<file path="src/rtl/core/sioreg_pkg.sv">
// Shared types, constants and helper functions of the Super I/O configuration register file.
package sioreg_pkg;

   localparam int REG_COUNT = 256;
   localparam int REG_AW    = $clog2(REG_COUNT);
   localparam int DEV_COUNT = 8;
   localparam int CSR_AW    = 4;

   localparam logic [1:0] CSR_CHIP_VARIANT = 2'd0;
   localparam logic [1:0] CSR_BASE_SELECT  = 2'd1;
   localparam logic [1:0] CSR_INITIAL_KEY  = 2'd2;

   localparam logic [9:0] PORT_KEY_250  = 10'h250;
   localparam logic [9:0] PORT_INDEX_250 = 10'h251;
   localparam logic [9:0] PORT_DATA_250 = 10'h252;
   localparam logic [9:0] PORT_INDEX_3F0 = 10'h3f0;
   localparam logic [9:0] PORT_DATA_3F0 = 10'h3f1;

   localparam logic [7:0] IDX_CHIP_ID = 8'h09;
   localparam logic [7:0] IDX_KEY_SEL = 8'h0c;
   localparam logic [7:0] IDX_MAPPING = 8'h16;
   localparam logic [7:0] IDX_FDC     = 8'h20;
   localparam logic [7:0] IDX_LPT     = 8'h23;
   localparam logic [7:0] IDX_LAST_DEV = 8'h29;

   localparam logic [7:0] LOCK_BYTE    = 8'haa;
   localparam logic [7:0] MAP_IGNORED  = 8'h02;
   localparam logic [7:0] BYTE_ALL_ONES = 8'hff;
   localparam logic [7:0] KEY_SEL_LOW  = 8'h08;
   localparam logic [7:0] KEY_SEL_HIGH = 8'h28;
   localparam logic [7:0] MAP_250_DEF  = 8'h04;
   localparam logic [7:0] MAP_3F0_DEF  = 8'h05;
   localparam logic [7:0] KEY_250_LOW  = 8'h88;
   localparam logic [7:0] KEY_3F0_LOW  = 8'h86;

   localparam logic [2:0] DEV_FDC   = 3'd0;
   localparam logic [2:0] DEV_LPT   = 3'd1;
   localparam logic [2:0] DEV_UART1 = 3'd2;
   localparam logic [2:0] DEV_UART2 = 3'd3;
   localparam logic [2:0] DEV_IRQ   = 3'd6;

   typedef enum logic {
      ST_IDLE,
      ST_FETCH
   } state_type;

   typedef struct packed {
      logic       chip_variant;
      logic       base_select;
      logic [7:0] initial_key;
   } cfg_type;

   typedef struct packed {
      logic       fdc_on;
      logic       fdc_shared_port_on;
      logic       lpt_on;
      logic [9:0] lpt_base;
      logic       uart1_on;
      logic [9:0] uart1_base;
      logic [3:0] uart1_irq;
      logic       uart2_on;
      logic [9:0] uart2_base;
      logic [3:0] uart2_irq;
   } dev_status_type;

   typedef struct packed {
      logic       use_mem;
      logic [7:0] value;
   } rd_sel_type;

   function automatic logic [7:0] pick_key(input logic alt_map, input logic [7:0] key_sel);
      logic hi;
      hi = key_sel[5];
      if (alt_map) begin
         pick_key = hi ? 8'h87 : 8'h86;
      end else begin
         pick_key = hi ? 8'h89 : 8'h88;
      end
   endfunction

   function automatic logic [7:0] chip_id(input logic variant);
      chip_id = variant ? 8'h0c : 8'h0a;
   endfunction

   function automatic logic [7:0] mem_default(input logic [7:0] idx);
      case (idx)
         8'h03: mem_default = 8'h30;
         8'h09: mem_default = 8'h0c;
         8'h0b: mem_default = 8'h0c;
         8'h0d: mem_default = 8'ha3;
         default: mem_default = 8'h00;
      endcase
   endfunction

   function automatic logic [7:0] dev_default(input logic [2:0] slot);
      case (slot)
         3'd0: dev_default = 8'hfc;
         3'd1: dev_default = 8'hde;
         3'd2: dev_default = 8'hfe;
         3'd3: dev_default = 8'hbe;
         3'd4: dev_default = 8'h23;
         3'd5: dev_default = 8'h05;
         3'd6: dev_default = 8'h43;
         default: dev_default = 8'h60;
      endcase
   endfunction

endpackage

</file>
<file path="src/rtl/core/sioreg_ram.sv">
// Generic single-write, single-read synchronous RAM with registered read data.
module sioreg_ram #(
   parameter int DEPTH = 256,
   parameter int WIDTH = 8,
   parameter int AW    = $clog2(DEPTH)
) (
   input  logic             clock,
   input  logic             wr_en,
   input  logic [AW-1:0]    wr_addr,
   input  logic [WIDTH-1:0] wr_data,
   input  logic             rd_en,
   input  logic [AW-1:0]    rd_addr,
   output logic [WIDTH-1:0] rd_data
);

   logic [WIDTH-1:0] mem [DEPTH];
   logic [WIDTH-1:0] rd_data_ff;

   always_ff @(posedge clock) begin
      if (wr_en) begin
         mem[wr_addr] <= wr_data;
      end
   end

   always_ff @(posedge clock) begin
      if (rd_en) begin
         rd_data_ff <= mem[rd_addr];
      end
   end

   assign rd_data = rd_data_ff;

endmodule

</file>
<file path="src/rtl/core/sioreg_core.sv">
// Unlock sequencing, index and data port decode, device registers and the register memory.
module sioreg_core (
   input  logic                    clock,
   input  logic                    reset,
   input  logic                    init,
   input  sioreg_pkg::cfg_type     cfg,
   input  logic                    accept,
   input  logic                    opcode,
   input  logic [9:0]              io_address,
   input  logic [7:0]              write_data,
   output logic [7:0]              rd_data,
   output sioreg_pkg::dev_status_type status
);
   import sioreg_pkg::*;

   logic             unlocked_ff, unlocked_in;
   logic             claim_ff, claim_in;
   logic [7:0]       index_ff, index_in;
   logic [7:0]       key_last_ff, key_last_in;
   logic [7:0]       key_prev_ff, key_prev_in;
   logic [7:0]       active_key_ff, active_key_in;
   logic [7:0]       key_sel_ff, key_sel_in;
   logic [7:0]       mapping_ff, mapping_in;
   logic [7:0]       dev_ff [DEV_COUNT];
   logic [7:0]       dev_in [DEV_COUNT];
   logic [REG_COUNT-1:0] valid_ff;
   rd_sel_type       rd_sel_ff, rd_sel_in;

   logic             alt_map;
   logic             data_wr;
   logic             data_rd;
   logic             in_range;
   logic             is_dev;
   logic [2:0]       dev_slot;
   logic [REG_AW-1:0] mem_addr;
   logic             mem_we;
   logic             key_hit;
   logic [7:0]       mem_rdata;

   assign alt_map  = mapping_ff[0];
   assign in_range = {1'b0, index_ff} < 9'(REG_COUNT);
   assign mem_addr = index_ff[REG_AW-1:0];
   assign is_dev   = (index_ff == IDX_FDC) ||
                     ((index_ff >= IDX_LPT) && (index_ff <= IDX_LAST_DEV));
   assign dev_slot = (index_ff == IDX_FDC) ? DEV_FDC : 3'(index_ff - 8'h22);
   assign key_hit  = (write_data == active_key_ff) && (key_last_ff == active_key_ff);

   always_comb begin
      data_wr = 1'b0;
      data_rd = 1'b0;
      if (!alt_map) begin
         data_wr = opcode && (io_address == PORT_DATA_250) && unlocked_ff;
         data_rd = !opcode && (io_address == PORT_DATA_250) && unlocked_ff;
      end else begin
         data_wr = opcode && (io_address == PORT_DATA_3F0) && unlocked_ff;
         data_rd = !opcode && (io_address == PORT_DATA_3F0) && unlocked_ff;
      end
   end

   always_comb begin
      unlocked_in   = unlocked_ff;
      claim_in      = claim_ff;
      index_in      = index_ff;
      key_last_in   = key_last_ff;
      key_prev_in   = key_prev_ff;
      active_key_in = active_key_ff;
      key_sel_in    = key_sel_ff;
      mapping_in    = mapping_ff;
      rd_sel_in     = rd_sel_ff;
      mem_we        = 1'b0;
      for (int i = 0; i < DEV_COUNT; i++) begin
         dev_in[i] = dev_ff[i];
      end

      if (init) begin
         unlocked_in   = 1'b0;
         claim_in      = 1'b1;
         index_in      = '0;
         key_last_in   = '0;
         key_prev_in   = '0;
         active_key_in = cfg.initial_key;
         key_sel_in    = (cfg.initial_key == KEY_250_LOW || cfg.initial_key == KEY_3F0_LOW) ?
                         KEY_SEL_LOW : KEY_SEL_HIGH;
         mapping_in    = cfg.base_select ? MAP_3F0_DEF : MAP_250_DEF;
         for (int i = 0; i < DEV_COUNT; i++) begin
            dev_in[i] = dev_default(3'(i));
         end
      end else if (accept) begin
         rd_sel_in.use_mem = 1'b0;
         rd_sel_in.value   = opcode ? 8'h00 : BYTE_ALL_ONES;

         if (!alt_map) begin
            if (opcode) begin
               if (io_address == PORT_KEY_250) begin
                  unlocked_in = (write_data == active_key_ff);
               end else if (io_address == PORT_INDEX_250 && unlocked_ff) begin
                  index_in = write_data;
               end
            end else if (io_address == PORT_INDEX_250 && unlocked_ff) begin
               rd_sel_in.value = index_ff;
            end
         end else begin
            if (opcode) begin
               if (io_address == PORT_INDEX_3F0) begin
                  if (write_data == LOCK_BYTE) begin
                     claim_in    = 1'b1;
                     unlocked_in = 1'b0;
                  end else if (!unlocked_ff) begin
                     key_prev_in = key_last_ff;
                     key_last_in = write_data;
                     unlocked_in = key_hit;
                     if (key_hit) begin
                        claim_in = 1'b0;
                     end
                  end else begin
                     index_in = write_data;
                  end
               end
            end else if (io_address == PORT_INDEX_3F0 && unlocked_ff) begin
               rd_sel_in.value = index_ff;
            end
         end

         if (data_wr && in_range) begin
            if (index_ff == IDX_KEY_SEL) begin
               active_key_in = pick_key(alt_map, write_data);
               key_sel_in    = write_data;
            end else if (index_ff == IDX_MAPPING) begin
               if (write_data != MAP_IGNORED) begin
                  active_key_in = pick_key(write_data[0], key_sel_ff);
                  mapping_in    = write_data;
                  if (mapping_ff[2] && !write_data[2]) begin
                     for (int i = 0; i < DEV_COUNT; i++) begin
                        dev_in[i] = 8'h00;
                     end
                  end
               end
            end else if (is_dev) begin
               dev_in[dev_slot] = write_data;
            end else begin
               mem_we = 1'b1;
            end
         end

         if (data_rd) begin
            if (index_ff == IDX_CHIP_ID) begin
               rd_sel_in.value = chip_id(cfg.chip_variant);
            end else if (!in_range) begin
               rd_sel_in.value = BYTE_ALL_ONES;
            end else if (index_ff == IDX_KEY_SEL) begin
               rd_sel_in.value = key_sel_ff;
            end else if (index_ff == IDX_MAPPING) begin
               rd_sel_in.value = mapping_ff;
            end else if (is_dev) begin
               rd_sel_in.value = dev_ff[dev_slot];
            end else if (valid_ff[mem_addr]) begin
               rd_sel_in.use_mem = 1'b1;
            end else begin
               rd_sel_in.value = mem_default(index_ff);
            end
         end
      end
   end

   always_ff @(posedge clock) begin
      if (reset) begin
         unlocked_ff <= 1'b0;
         claim_ff    <= 1'b1;
         index_ff    <= '0;
         key_last_ff <= '0;
         key_prev_ff <= '0;
         valid_ff    <= '0;
      end else begin
         unlocked_ff <= unlocked_in;
         claim_ff    <= claim_in;
         index_ff    <= index_in;
         key_last_ff <= key_last_in;
         key_prev_ff <= key_prev_in;
         if (init) begin
            valid_ff <= '0;
         end else if (mem_we) begin
            valid_ff[mem_addr] <= 1'b1;
         end
      end
   end

   always_ff @(posedge clock) begin
      active_key_ff <= active_key_in;
      key_sel_ff    <= key_sel_in;
      mapping_ff    <= mapping_in;
      rd_sel_ff     <= rd_sel_in;
      for (int i = 0; i < DEV_COUNT; i++) begin
         dev_ff[i] <= dev_in[i];
      end
   end

   sioreg_ram #(
      .DEPTH (REG_COUNT),
      .WIDTH (8)
   ) u_ram (
      .clock   (clock),
      .wr_en   (mem_we),
      .wr_addr (mem_addr),
      .wr_data (write_data),
      .rd_en   (accept),
      .rd_addr (mem_addr),
      .rd_data (mem_rdata)
   );

   assign rd_data = rd_sel_ff.use_mem ? mem_rdata : rd_sel_ff.value;

   assign status.fdc_on             = dev_ff[DEV_FDC][7:6] != 2'b00;
   assign status.fdc_shared_port_on = claim_ff;
   assign status.lpt_on             = dev_ff[DEV_LPT][7:6] != 2'b00;
   assign status.lpt_base           = {dev_ff[DEV_LPT], 2'b00};
   assign status.uart1_on           = dev_ff[DEV_UART1][7:6] != 2'b00;
   assign status.uart1_base         = {dev_ff[DEV_UART1][7:1], 3'b000};
   assign status.uart1_irq          = dev_ff[DEV_IRQ][7:4];
   assign status.uart2_on           = dev_ff[DEV_UART2][7:6] != 2'b00;
   assign status.uart2_base         = {dev_ff[DEV_UART2][7:1], 3'b000};
   assign status.uart2_irq          = dev_ff[DEV_IRQ][3:0];

endmodule

</file>
<file path="src/rtl/core/superio_config_unlock_regfile.sv">
// Top level of the Super I/O configuration unlock and index/data register file.
//
//   channel  direction  handshake           payload
//   req      in         req_valid/req_stall opcode, io_address, write_data
//   rsp      out        rsp_valid/rsp_stall read_data and decoded device settings
//   csr      in/out     APB psel/penable    chip_variant, base_select, initial_key
//
// Each item is decoded and updates state in ST_IDLE, then waits in ST_FETCH for the memory read.
// The next item is taken while the previous result waits in the output register.
// After reset, and after a write to any of the three configuration registers, req_stall
// is high for one cycle while the state is reloaded from the configuration registers.
// A stalled result holds the fetch stage, which then holds the input.
module superio_config_unlock_regfile (
   input  logic                        clock,
   input  logic                        reset,
   input  logic                        req_valid,
   output logic                        req_stall,
   input  logic                        req_opcode,
   input  logic [9:0]                  req_io_address,
   input  logic [7:0]                  req_write_data,
   output logic                        rsp_valid,
   input  logic                        rsp_stall,
   output logic [7:0]                  rsp_read_data,
   output logic                        rsp_fdc_on,
   output logic                        rsp_fdc_shared_port_on,
   output logic                        rsp_lpt_on,
   output logic [9:0]                  rsp_lpt_base,
   output logic                        rsp_uart1_on,
   output logic [9:0]                  rsp_uart1_base,
   output logic [3:0]                  rsp_uart1_irq,
   output logic                        rsp_uart2_on,
   output logic [9:0]                  rsp_uart2_base,
   output logic [3:0]                  rsp_uart2_irq,
   input  logic                        csr_psel,
   input  logic                        csr_penable,
   input  logic                        csr_pwrite,
   input  logic [sioreg_pkg::CSR_AW-1:0] csr_paddr,
   input  logic [31:0]                 csr_pwdata,
   output logic [31:0]                 csr_prdata,
   output logic                        csr_pready
);
   import sioreg_pkg::*;

   state_type      state_ff, state_in;
   cfg_type        cfg_ff;
   logic           init_ff;
   logic           csr_wr;
   logic [1:0]     csr_idx;
   logic           accept;
   logic           load_out;
   logic           rsp_valid_ff;
   logic [7:0]     read_data_ff;
   dev_status_type status_ff;
   logic [7:0]     core_rd_data;
   dev_status_type core_status;

   assign csr_pready = 1'b1;
   assign csr_wr     = csr_psel && csr_penable && csr_pwrite;
   assign csr_idx    = csr_paddr[3:2];

   always_comb begin
      case (csr_idx)
         CSR_CHIP_VARIANT: csr_prdata = {31'd0, cfg_ff.chip_variant};
         CSR_BASE_SELECT:  csr_prdata = {31'd0, cfg_ff.base_select};
         CSR_INITIAL_KEY:  csr_prdata = {24'd0, cfg_ff.initial_key};
         default:          csr_prdata = '0;
      endcase
   end

   always_ff @(posedge clock) begin
      if (reset) begin
         cfg_ff.chip_variant <= 1'b1;
         cfg_ff.base_select  <= 1'b0;
         cfg_ff.initial_key  <= 8'h89;
         init_ff             <= 1'b1;
      end else begin
         init_ff <= 1'b0;
         if (csr_wr) begin
            case (csr_idx)
               CSR_CHIP_VARIANT: begin
                  cfg_ff.chip_variant <= csr_pwdata[0];
                  init_ff             <= 1'b1;
               end
               CSR_BASE_SELECT: begin
                  cfg_ff.base_select <= csr_pwdata[0];
                  init_ff            <= 1'b1;
               end
               CSR_INITIAL_KEY: begin
                  cfg_ff.initial_key <= csr_pwdata[7:0];
                  init_ff            <= 1'b1;
               end
               default: begin
                  init_ff <= 1'b0;
               end
            endcase
         end
      end
   end

   always_comb begin
      state_in = state_ff;
      case (state_ff)
         ST_IDLE: begin
            if (req_valid && !init_ff) begin
               state_in = ST_FETCH;
            end
         end
         ST_FETCH: begin
            if (!rsp_valid_ff || !rsp_stall) begin
               state_in = ST_IDLE;
            end
         end
         default: state_in = ST_IDLE;
      endcase
   end

   always_comb begin
      req_stall = 1'b1;
      load_out  = 1'b0;
      case (state_ff)
         ST_IDLE:  req_stall = init_ff;
         ST_FETCH: load_out  = !rsp_valid_ff || !rsp_stall;
         default:  req_stall = 1'b1;
      endcase
   end

   assign accept = req_valid && !req_stall;

   always_ff @(posedge clock) begin
      if (reset) begin
         state_ff     <= ST_IDLE;
         rsp_valid_ff <= 1'b0;
      end else begin
         state_ff <= state_in;
         if (load_out) begin
            rsp_valid_ff <= 1'b1;
         end else if (!rsp_stall) begin
            rsp_valid_ff <= 1'b0;
         end
      end
   end

   always_ff @(posedge clock) begin
      if (load_out) begin
         read_data_ff <= core_rd_data;
         status_ff    <= core_status;
      end
   end

   sioreg_core u_core (
      .clock      (clock),
      .reset      (reset),
      .init       (init_ff),
      .cfg        (cfg_ff),
      .accept     (accept),
      .opcode     (req_opcode),
      .io_address (req_io_address),
      .write_data (req_write_data),
      .rd_data    (core_rd_data),
      .status     (core_status)
   );

   assign rsp_valid              = rsp_valid_ff;
   assign rsp_read_data          = read_data_ff;
   assign rsp_fdc_on             = status_ff.fdc_on;
   assign rsp_fdc_shared_port_on = status_ff.fdc_shared_port_on;
   assign rsp_lpt_on             = status_ff.lpt_on;
   assign rsp_lpt_base           = status_ff.lpt_base;
   assign rsp_uart1_on           = status_ff.uart1_on;
   assign rsp_uart1_base         = status_ff.uart1_base;
   assign rsp_uart1_irq          = status_ff.uart1_irq;
   assign rsp_uart2_on           = status_ff.uart2_on;
   assign rsp_uart2_base         = status_ff.uart2_base;
   assign rsp_uart2_irq          = status_ff.uart2_irq;

endmodule

</file>
<file path="config.mk">
export PLATFORM = sky130hd
export DESIGN_NAME = superio_config_unlock_regfile
export DESIGN_NICKNAME = d
export VERILOG_FILES = /design/src/rtl/core/sioreg_pkg.sv /design/src/rtl/core/sioreg_ram.sv /design/src/rtl/core/sioreg_core.sv /design/src/rtl/core/superio_config_unlock_regfile.sv
export SDC_FILE = /design/constraint.sdc
export NUM_CORES = 2
export LEC_CHECK = 0
export BUFFER_PORTS_ARGS = -buffer_cell sky130_fd_sc_hd__buf_2
export CAP_MARGIN = 20
export CORE_AREA = 2 2 419 421
export DETAILED_ROUTE_END_ITERATION = 7
export DIE_AREA = 0 0 421 423
export PLACE_DENSITY = 0.84
export SETUP_SLACK_MARGIN = 0.4
export SLEW_MARGIN = 10
export SYNTH_ARGS = -nofsm -noshare
export SYNTH_HDL_FRONTEND = slang
export SYNTH_SLANG_ARGS = --single-unit
</file>
<file path="constraint.sdc">
create_clock -name clock -period 4.55 [get_ports clock]
set_clock_uncertainty 0.2 [all_clocks]
set_input_delay 0.91 -clock clock [delete_from_list [all_inputs] [get_ports clock]]
set_output_delay 0.91 -clock clock [all_outputs]
set_load 0.005 [all_outputs]
</file>
==> qor.yml <==
cp.required_ns: 5.03
finalMaxSlewViolations: 0
grt_max_degree: 225
wl_um: 264000
nFillCells: 10500
regArea_um2: 71100
drt_pass1_iterations: 8
crit_type: "flop to flop"
report.final.setup_viol: 0
cp_cell_sequence: "buf_12, buf_4, buf_4, mux2i_1, a31oi_1, a221oi_1, buf_4, a221oi_1, or4_4, nand2_1, o41ai_1"
outcome: "complete, but fails checks"
port_buffers: 88
core-area_um2: 173000
cp-start-kind: "flop"
p_clk_share_pct: 42.7
num_vias: 53600
clk_latency_ns: 0.90
post-route-min-period_ns: 4.23
grt_overflow: 0
root_buffer: "clkbuf_16"
netlist_area_um2: 96700
p_sw_w: 0.00905
synth_top_area_share_pct: 66.2
utilization_pct: 63.6
synth_warnings: 0
end_kind: "flop"
final.setup.tns_ns: 0
die-width_um: 421
die_area_um2: 178000
crit_slowest_cell: "a221oi_1"
fmax_ghz: 0.237
avgRoutedWirePerCell_um: 33.7
grt_setup_unrepaired: "no"
synth-seq-area-share_pct: 73.5
grt_first_pass_wirelength_um: 378000
clk_path_buf_depth: 3
fin_nets: 5349
drive_above_1_share_pct: 30.6
synthToLayoutAreaGrowth_pct: 13.9
regToRegSetupSlack_ns: 0.32
drcViolationCount: 305
power_leakage_nw: 34.6
cpMostUsedCell: "buf_4"
drtIter0Drc: 9384
grt_usage_pct: 29.4
die_h_um: 423
intPower_w: 0.0353
drv_cap: 0
clk_pin_slew_worst_paths_ns: 0.06
yosys.area.top_type: "edfxtp_1"
ant_nets: 0
h-tree-depth: 4
layout_common_cells: "edfxtp_1 (2132), mux4_2 (729), buf_4 (421), dfxtp_1 (344), nor2_1 (332)"
power_frac_comb_pct: 1.4
synth_edf_count: 2132
avgSynthCellArea_um2: 20.5
start_util_pct: 55.8
ir_worst_vdd_v: 0.000394
cts_sinks: 2483
cp_data_arrival_time_ns: 4.70
hp-class: "input pin to flop"
grt_pass1_vias: 53600
rows: 153
yosysUniqueCellTypes: 80
place.gp.congestion: 0.951
cts_tree: "done"
slowest_delay_ns: 1.00
p_sw_share_pct: 20.4
antenna_found_initial: 23
via_per_inst: 6.85
p_seq_share_pct: 55.9
async_reset_ff_share_pct: 0
whs_ns: 0.0558
hold_viol: 0
multi_input_area_um2: 24200
tightest_slew_ns: 1.22
period_share_pct: 92.9
power_density_nw_per_um2: 403
failed_checks: "DRC"
ioPinCount: 148
slew-limit-headroom_pct: 18.7
synthCells: 4723
layout_commonest_cell: "edfxtp_1"
ys_ff_latch: 2483
cts_inserted_buffers: 224
netlist_top_cells_area: "edfxtp_1 (66%), mux4_2 (17%), dfxtp_1 (7.3%)"
place_hpwl_um: 149000
ys.flop_type: "edfxtp_1"
crit_fanout: 21
path summary, 6_finish.rpt:
check	endpoint	from	cells after the start
max	u_core.rd_sel_ff[6]$_DFFE_PP_	u_core.index_ff[1]$_SDFFE_PP0P_	11
min reg2reg	u_core.valid_ff[111]$_SDFFE_PP0P_	u_core.valid_ff[111]$_SDFFE_PP0P_	1
max reg2reg	u_core.rd_sel_ff[6]$_DFFE_PP_	u_core.index_ff[1]$_SDFFE_PP0P_	11
min	cfg_ff[2]$_SDFFE_PP0P_	csr_pwdata[2]	3
kinds of logic after synthesis:
logic type / after synthesis / synth area share, %
buffers and inverters: 344 / 2.02
multiplexers: 800 / 17.7
flip-flops: 2483 / 73.5
adder cells (fa/ha/maj): 2 / 0.0259
XOR/XNOR: 16 / 0.145
AO/OA/AOI/OAI: 461 / 3.63
AND/OR/NAND/NOR: 615 / 2.97
other: 2 / 0.00776
Yosys cell counts, types with 20 or more instances:
| cell | instances |
|---|---|
| edfxtp_1 | 2132 |
| mux4_2 | 729 |
| dfxtp_1 | 351 |
| nor2_1 | 334 |
| o21a_1 | 248 |
| clkbuf_1 | 105 |
| buf_2 | 98 |
| buf_4 | 71 |
| nand2_1 | 61 |
| mux2i_1 | 52 |
| nand3_1 | 47 |
| a22oi_1 | 41 |
| a221o_1 | 39 |
| buf_6 | 37 |
| nor2b_1 | 36 |
| and2_1 | 28 |
| buf_1 | 22 |
| a21oi_1 | 20 |
| nand2b_1 | 20 |
routing by layer:
layer | track usage, % | routed length (µm) | vias up | part of all wire [%]
li1 | - | - | 20500 | -
met1 | 36.1 | 86000 | 27400 | 33
met3 | 9.58 | 33700 | 1057 | 13
met5 | 0.941 | 391 | - | 0.15
met4 | 16.6 | 17800 | 28 | 6.7
met2 | 46.3 | 126000 | 4707 | 48
cell type report:
class	instances	share of cell area [%]
Clock inverter	120	1.14
Tap cell	2325	2.64
Sequential cell	2483	64.5
Antenna cell	17	0.0386
Timing Repair Buffer	558	4.20
Inverter	11	0.0375
Clock buffer	304	5.52
Multi-Input combinational cell	2007	21.9
critical path: cells and delay by family, from the launching register on:
| kind | cells | cell delay (ns) |
|---|---|---|
| flops | 1 | 0.40 |
| mux | 1 | 0.13 |
| compound gates | 4 | 1.82 |
| buf+inv | 4 | 0.96 |
| simple gates | 2 | 0.47 |
power by group through the flow:
stage / logic (W) / clock network (W) / registers [W]
floorplan: 0.000190 / 0 / 0.0253
finish: 0.000617 / 0.0189 / 0.0248
global placement: 0.000545 / 0 / 0.0253
CTS: 0.000599 / 0.0190 / 0.0248
global route: 0.000654 / 0.0198 / 0.0248
detailed placement: 0.000589 / 0 / 0.0253
sequential cells by signal, summed over array words and instances (netlist names), 4 cells and up:
register and flops:
u_core.dev_ff 64, rsp_lpt_base 8, u_core.key_sel_ff 8, rsp_read_data 8, u_core.active_key_ff 8, u_core.key_last_ff 8
u_core.valid_ff 256, rsp_uart1_base 7, rsp_uart1_irq 4, u_core.u_ram.mem 2048, rsp_uart2_irq 4, u_core.u_ram.rd_data 8
u_core.mapping_ff 8, rsp_uart2_base 7, cfg_ff 10, u_core.index_ff 8, u_core.rd_sel_ff 9
through the flow:
stage | instance area (µm²) | instances | worst slack (ns) | power, W
6_report | 110000 | 7825 | 0.324 | 0.0444
5_1_grt | 110000 | 7812 | 0.422 | 0.0453
2_1_floorplan | 97100 | 4834 | 0.488 | 0.0255
4_1_cts | 110000 | 7800 | 0.434 | 0.0444
3_5_place_dp | 103000 | 7366 | 0.374 | 0.0259
3_3_place_gp | 103000 | 7364 | 0.394 | 0.0258
timing repair:
| item | 4_1_cts | 5_1_grt |
|---|---|---|
| endpoints found under the setup margin | 13 | 5 |
| cloned | 0 | 0 |
| hold buffers | 2 | 0 |
| hold endpoints to repair | 2 | 0 |
| resized for setup | 1 | 2 |
| buffers inserted | 8 | 8 |
No activity file was read; power rests on OpenSTA's default activity.
